$ cat config.mk
export PLATFORM = sky130hd
export DESIGN_NAME = wsi_div
export DESIGN_NICKNAME = d
export VERILOG_FILES = /design/src/design/wsi_pkg.sv /design/src/design/wsi_div.sv
export SDC_FILE = /design/constraint.sdc
export NUM_CORES = 2
export LEC_CHECK = 0
export BUFFER_PORTS_ARGS = -buffer_cell sky130_fd_sc_hd__buf_2
export CAP_MARGIN = 0
export CORE_MARGIN = 2
export CORE_UTILIZATION = 40
export CTS_CLUSTER_DIAMETER = 80
export DETAILED_ROUTE_END_ITERATION = 12
export GPL_ROUTABILITY_DRIVEN = 1
export GPL_TIMING_DRIVEN = 1
export PLACE_DENSITY = 0.67
export SLEW_MARGIN = 20
export SYNTH_ARGS = -nofsm -noshare
export SYNTH_HDL_FRONTEND = slang
export SYNTH_SLANG_ARGS = --single-unit
$ cat constraint.sdc
create_clock -name clk -period 9.19 [get_ports clk]
set_input_delay 0.919 -clock clk [delete_from_list [all_inputs] [get_ports clk]]
set_output_delay 0.919 -clock clk [all_outputs]
set_load 0.02 [all_outputs]
$ cat src/design/wsi_pkg.sv
`default_nettype none
package wsi_pkg;

  typedef enum logic {
    OP_LOAD = 1'b0,
    OP_EVAL = 1'b1
  } opcode_t;

  // Register indexes (byte address / 4)
  localparam logic [1:0] REG_TOTAL_TIME    = 2'd0;
  localparam logic [1:0] REG_POINTS_IN_USE = 2'd1;
  localparam logic [1:0] REG_JOINTS_IN_USE = 2'd2;

  localparam int WGT_W  = 26;

  typedef struct packed {
    opcode_t            op;
    logic [9:0]         point;
    logic [2:0]         joint;
    logic signed [31:0] value;
    logic               zero;
    logic               past_end;
  } item_t;

endpackage
`default_nettype wire

$ cat src/design/wsi_div.sv
`default_nettype none
module wsi_div #(
  parameter int IB = 10
) (
  input  wire logic                  clk,
  input  wire logic                  rst_n,
  input  wire logic                  en,
  input  wire logic                  in_valid,
  input  wire wsi_pkg::item_t        in_item,
  input  wire logic [IB+31:0]        in_s,
  input  wire logic [31:0]           in_t,
  output logic                       out_valid,
  output wsi_pkg::item_t             out_item,
  output logic [IB+15:0]             out_quot
);

  localparam int QB = IB + 16;

  logic [31:0]    rem_r [QB];
  logic [QB-1:0]  dig_r [QB];
  logic [QB-1:0]  quo_r [QB];
  logic [QB-1:0]  vld_r;
  wsi_pkg::item_t item_r [QB];

  for (genvar k = 0; k < QB; k++) begin : g_stage
    logic [31:0]    rem_in;
    logic [QB-1:0]  dig_in;
    logic [QB-1:0]  quo_in;
    logic           v_in;
    wsi_pkg::item_t it_in;
    logic [32:0]    trial;
    logic           ge;

    if (k == 0) begin : g_first
      // quotient fits QB bits, so the top of the dividend starts below the divisor
      assign rem_in = in_s[IB+31:IB];
      assign dig_in = {in_s[IB-1:0], 16'h0000};
      assign quo_in = '0;
      assign v_in   = in_valid;
      assign it_in  = in_item;
    end else begin : g_next
      assign rem_in = rem_r[k-1];
      assign dig_in = dig_r[k-1];
      assign quo_in = quo_r[k-1];
      assign v_in   = vld_r[k-1];
      assign it_in  = item_r[k-1];
    end

    assign trial = {rem_in, dig_in[QB-1]};
    assign ge    = trial >= {1'b0, in_t};

    always_ff @(posedge clk) begin
      if (!rst_n) begin
        vld_r[k] <= 1'b0;
      end else if (en) begin
        vld_r[k] <= v_in;
      end
    end

    always_ff @(posedge clk) begin
      if (en) begin
        rem_r[k]  <= ge ? 32'(trial - {1'b0, in_t}) : trial[31:0];
        dig_r[k]  <= {dig_in[QB-2:0], 1'b0};
        quo_r[k]  <= {quo_in[QB-2:0], ge};
        item_r[k] <= it_in;
      end
    end
  end

  assign out_valid = vld_r[QB-1];
  assign out_item  = item_r[QB-1];
  assign out_quot  = quo_r[QB-1];

endmodule
`default_nettype wire

Word level (Yosys, flattened, before mapping)
Memories as Yosys holds them, arrays and structs flattened.
Cells that the tools add are included.

storage, ports and cells
  bits of input ports = 126
  output and inout port bits = 75
  register bits = 26
  latch bits = 0
  memories kept = 4
  memory bits (read-only) = 0
  RAM bits = 3,406
  logic and storage cells = 110

cells by class
  div/mod/pow operators = 0
  add/subtract/negate cells = 26
  $lt $le $gt $ge = 26
  bitwise operators = 0
  shift operators = 0
  multiplexer cells = 28
  reductions and logical operators = 0
  multiply operators = 0
  eq/ne operators = 0

memory list
  name    depth  width  rd ports  clocked after memory_dff  write ports  line           RTL
  item_r  26     48     26        0                         26           wsi_div.sv:23  wsi_pkg::item_t item_r [QB];
  rem_r   26     32     25        0                         26           wsi_div.sv:19  logic [31:0] rem_r [QB];
  quo_r   26     26     26        0                         26           wsi_div.sv:21  logic [QB-1:0] quo_r [QB];
  dig_r   26     25     25        0                         26           wsi_div.sv:20  logic [QB-1:0] dig_r [QB];

operators with widths
  operator                        number
  >= comparator 33 x 32 -> 1 bit  26
  two-way mux 32 bit              26
  subtractor 32 bit               26
  two-way mux 1 bit               2

Depth between registers and ports, before layout
An unclocked memory read counts as a cell.

  depth after elaboration = 3
  gate-level depth with buffers = 15
  mapped depth without buffers = 13

Worst setup path before layout
Ideal clock, no wire load.

  kind = input-to-reg
  start = input in_t[8]
  end = memory rem_r[13][23] (netlist: rem_r[0][439]), data pin
  required time = 8,930 ps
  slack = 4,357 ps
  path buffers = 2
  setup time = 260 ps
  stages on the path = 14
  arrival time = 4,573 ps
  cell sequence = inv_1 ha_1 buf_2 a21o_1 a31o_1 a211oi_2 a31oi_1 a221o_1 a21o_1 a211oi_2 a21oi_1 a2111oi_4 buf_6 mux2_2

RTL lines
  item             line           RTL
  start, declared  wsi_div.sv:11  input wire logic [31:0] in_t,
  end, declared    wsi_div.sv:19

==> results.py <==
metrics = {
    "status": {
        "status": "finished, final reports clean",
    },
    "power": {
        "irDropWorstVdd_uv": 249,
        "internal_power_mw": 31.8,
        "seqPwrFrac": 0.356,
        "power_mw": 50.2,
        "netSwitchingPower_mw": 18.4,
        "leakage_nw": 53.1,
        "power_frac_comb": 0.423,
        "power_density_nw_per_um2": 358,
        "power.clock.fraction": 0.222,
        "power.share.switching": 0.367,
    },
    "synthesis": {
        "synthCells": 9920,
        "synth_area_leaders": "edfxtp_1 (59%), ha_1 (8.3%), a21oi_1 (3.2%)",
        "synth_top_cell_by_area": "edfxtp_1",
        "ys_async_sr_fraction": 0,
        "post-synth-top-count-cell": "edfxtp_1",
        "synth_edf_count": 2444,
        "synth-seq-cells": 2470,
        "synth_ff_type": "edfxtp_1",
        "synth_top_area_frac": 0.587,
        "synth_commonest_cells": "edfxtp_1 (2,444), ha_1 (831), a21oi_1 (806)",
        "synth_cell_types": 89,
        "syn_nets": 10900,
        "syn_area_um2": 125000,
        "yosysSeqAreaShare": 0.591,
        "ys_warn_count": 0,
        "avgSynthCellArea_um2": 12.6,
    },
    "critical_path": {
        "crit_fanout": 41,
        "cp-start-kind": "input pin",
        "crit_type": "input pin to flip-flop",
        "r2r-start": "rem_r[0][205]$_DFFE_PP_",
        "reg2reg_slack_ns": 4.68,
        "r2r_cells": 10,
        "r2r_end": "rem_r[0][227]$_DFFE_PP_",
        "required_ns": 9.79,
        "crit_path_end_kind": "flip-flop",
        "cp.arrival_ns": 5.78,
    },
    "clock_tree": {
        "cts_setup_buffers": 0,
        "clkTransAtPathRegs_ns": 0.05,
        "clk_latency_ns": 0.90,
        "cts_tree": "done",
        "cts-root-buf": "clkbuf_16",
        "cts_resized": 0,
        "clock_sinks": 2470,
        "clockBufferDepth": 4,
        "hold_buffers": 0,
        "numCtsBuffers": 277,
        "h-tree-depth": 5,
    },
    "job": {
        "max_cap_viol_count": 0,
    },
    "floorplanning": {
        "initial_utilization": 0.401,
        "num_rows": 205,
        "die-width_um": 563,
        "die_y_um": 563,
        "dieArea_um2": 317000,
        "io_pins": 201,
        "coreArea_um2": 311000,
    },
    "sta": {
        "relSlewSlack": 0.259,
        "post-route-period-util": 0.564,
        "tightestPinTransition_ns": 1.11,
        "fmax_mhz": 193,
        "drv_slew": 0,
        "min_period_ns": 5.18,
        "setup_viol": 0,
        "whs_ns": 0.205,
        "rsz0062_at_grt": "false",
        "fin_tns_setup_ns": 0,
        "skew_ns": 0.0576,
        "hold_viol_final": 0,
        "setup_ws_ns": 4.01,
    },
    "grt": {
        "overflow": 0,
        "grt_pass1_wl_um": 469000,
        "grtUsageTotal": 0.191,
        "grt_start_max_net_pins": 203,
        "antenna_found_initial": 18,
        "grt_pass1_vias": 78400,
    },
    "placement": {
        "io_buffers": 200,
        "dp_hpwl_um": 214000,
        "dp_slack_ns": 3.20,
        "gp_congestion": 0.928,
    },
    "drt": {
        "dr.pass1.iters": 6,
        "wire_per_inst_um": 21.3,
        "via_per_inst": 5.52,
        "drt_wl_total_um": 311000,
        "drc_errors": 0,
        "drt-initial-drc-count": 7063,
        "route.antenna.remaining_nets": 0,
        "dr_total_vias": 80300,
    },
    "layout": {
        "fin_nets": 11200,
        "syn_to_final_growth_pct": 12.3,
        "fill_cells": 27800,
        "drive_gt1_frac": 0.111,
    },
    "worst_hold_path": {
        "hold_class": "input pin to flip-flop",
        "whs_path_depth": 1,
        "min_to": "dig_r[0][16]$_DFFE_PP_",
        "worstHoldStart": "in_s[0]",
    },
}
[routing by layer]
metal | routed length [um] | GRT usage | vias to the layer above | share of wire
met5 | 13 | 0 | - | 0.000042
met4 | 14200 | 0.0803 | 2 | 0.046
met3 | 16300 | 0.0273 | 684 | 0.052
met2 | 149000 | 0.319 | 2383 | 0.48
met1 | 131000 | 0.247 | 38800 | 0.42
li1 | - | - | 38400 | -
[worst max-delay path: stages]
cell and delay [ns]:
buf_2 0.14, inv_2 0.46, buf_4 0.46, ha_1 0.35
a21o_1 0.20, a21o_1 0.18, o311a_1 0.38, o21ai_0 0.30
a31oi_1 0.24, a211oi_1 0.57, a21oi_1 0.21, o32ai_4 0.47
buf_4 0.48, mux2_2 0.38
[cells by family after synthesis]
logic type,share of synthesized area
compound gates,0.135
flops,0.591
xor+xnor,0.0465
buf+inv,0.0171
fa+ha+maj,0.0872
mux,0.0379
simple gates,0.0850
[power by group through the flow]
stage                     clock (mW)  combinational (mW)  sequential, mW
after floorplan                    0                16.2            17.0
after global placement             0                20.4            18.1
after detailed placement           0                20.8            18.1
after CTS                       11.5                21.0            17.9
after global routing            11.9                23.5            18.1
final                           11.1                21.2            17.9
[area by class of cell]
type / instances / area (um2) / share of cell area
Antenna cell: 1 / 2.50 / 0.0000178
Multi-Input combinational cell: 6896 / 49100 / 0.350
Inverter: 268 / 1010 / 0.00717
Clock inverter: 167 / 2010 / 0.0144
Timing Repair Buffer: 295 / 1930 / 0.0138
Clock buffer: 325 / 7140 / 0.0509
Sequential cell: 2470 / 73900 / 0.527
Tap cell: 4140 / 5180 / 0.0369
[how the worst max path moves through the flow]
stage                        start                       to  slack [ns]  cells past startpoint
final                      in_t[3]  rem_r[0][227]$_DFFE_PP_        4.01                     14
after global routing      in_t[10]  rem_r[0][227]$_DFFE_PP_        3.68                     13
after CTS                  in_t[3]  rem_r[0][227]$_DFFE_PP_        4.11                     14
after detailed placement   in_t[3]  rem_r[0][227]$_DFFE_PP_        3.20                     14
after global placement     in_t[4]   rem_r[1][28]$_DFFE_PP_        3.36                     15
after floorplan            in_t[8]  rem_r[0][439]$_DFFE_PP_        4.36                     14
[flip-flops by register name (all words and copies together), names as in the netlist]
| register | cells |
|---|---|
| item_r | 1248 |
| rem_r | 800 |
| quo_r | 351 |
| dig_r | 45 |
| g_stage.v_in | 25 |
| out_valid | 1 |
[metrics by stage]
step	std cells	utilization	instance area, um2
2_1_floorplan	9920	-	125000
3_3_place_gp	14100	0.421	131000
3_5_place_dp	14100	0.421	131000
4_1_cts	14600	0.451	140000
5_1_grt	14600	0.451	140000
6_report	14600	0.451	140000
[cells in the final DEF, fill, tap and decap left out, drive strengths merged, types with 21 or more instances in the layout]
| cell | instances |
|---|---|
| a211o | 28 |
| nand4 | 142 |
| o21ai | 662 |
| fa | 25 |
| nand3 | 179 |
| ha | 831 |
| o21bai | 77 |
| xor2 | 280 |
| edfxtp | 2444 |
| o31a | 42 |
| bufinv | 30 |
| or2 | 22 |
| nand2 | 721 |
| nor3 | 112 |
| or3 | 25 |
| and3 | 74 |
| o21a | 124 |
| nor2 | 580 |
| dfxtp | 26 |
| clkbuf | 325 |
| nor4 | 36 |
| clkinv | 92 |
| o211ai | 45 |
| a211oi | 83 |
| xnor2 | 384 |
| a21boi | 34 |
| nand2b | 93 |
| nor2b | 157 |
| buf | 295 |
| o31ai | 56 |
| mux2i | 57 |
| and2 | 33 |
| a31oi | 115 |
| a21oi | 806 |
| mux2 | 370 |
| inv | 297 |
| a221oi | 21 |
| a21o | 431 |
(Power assumes the default switching activity.)
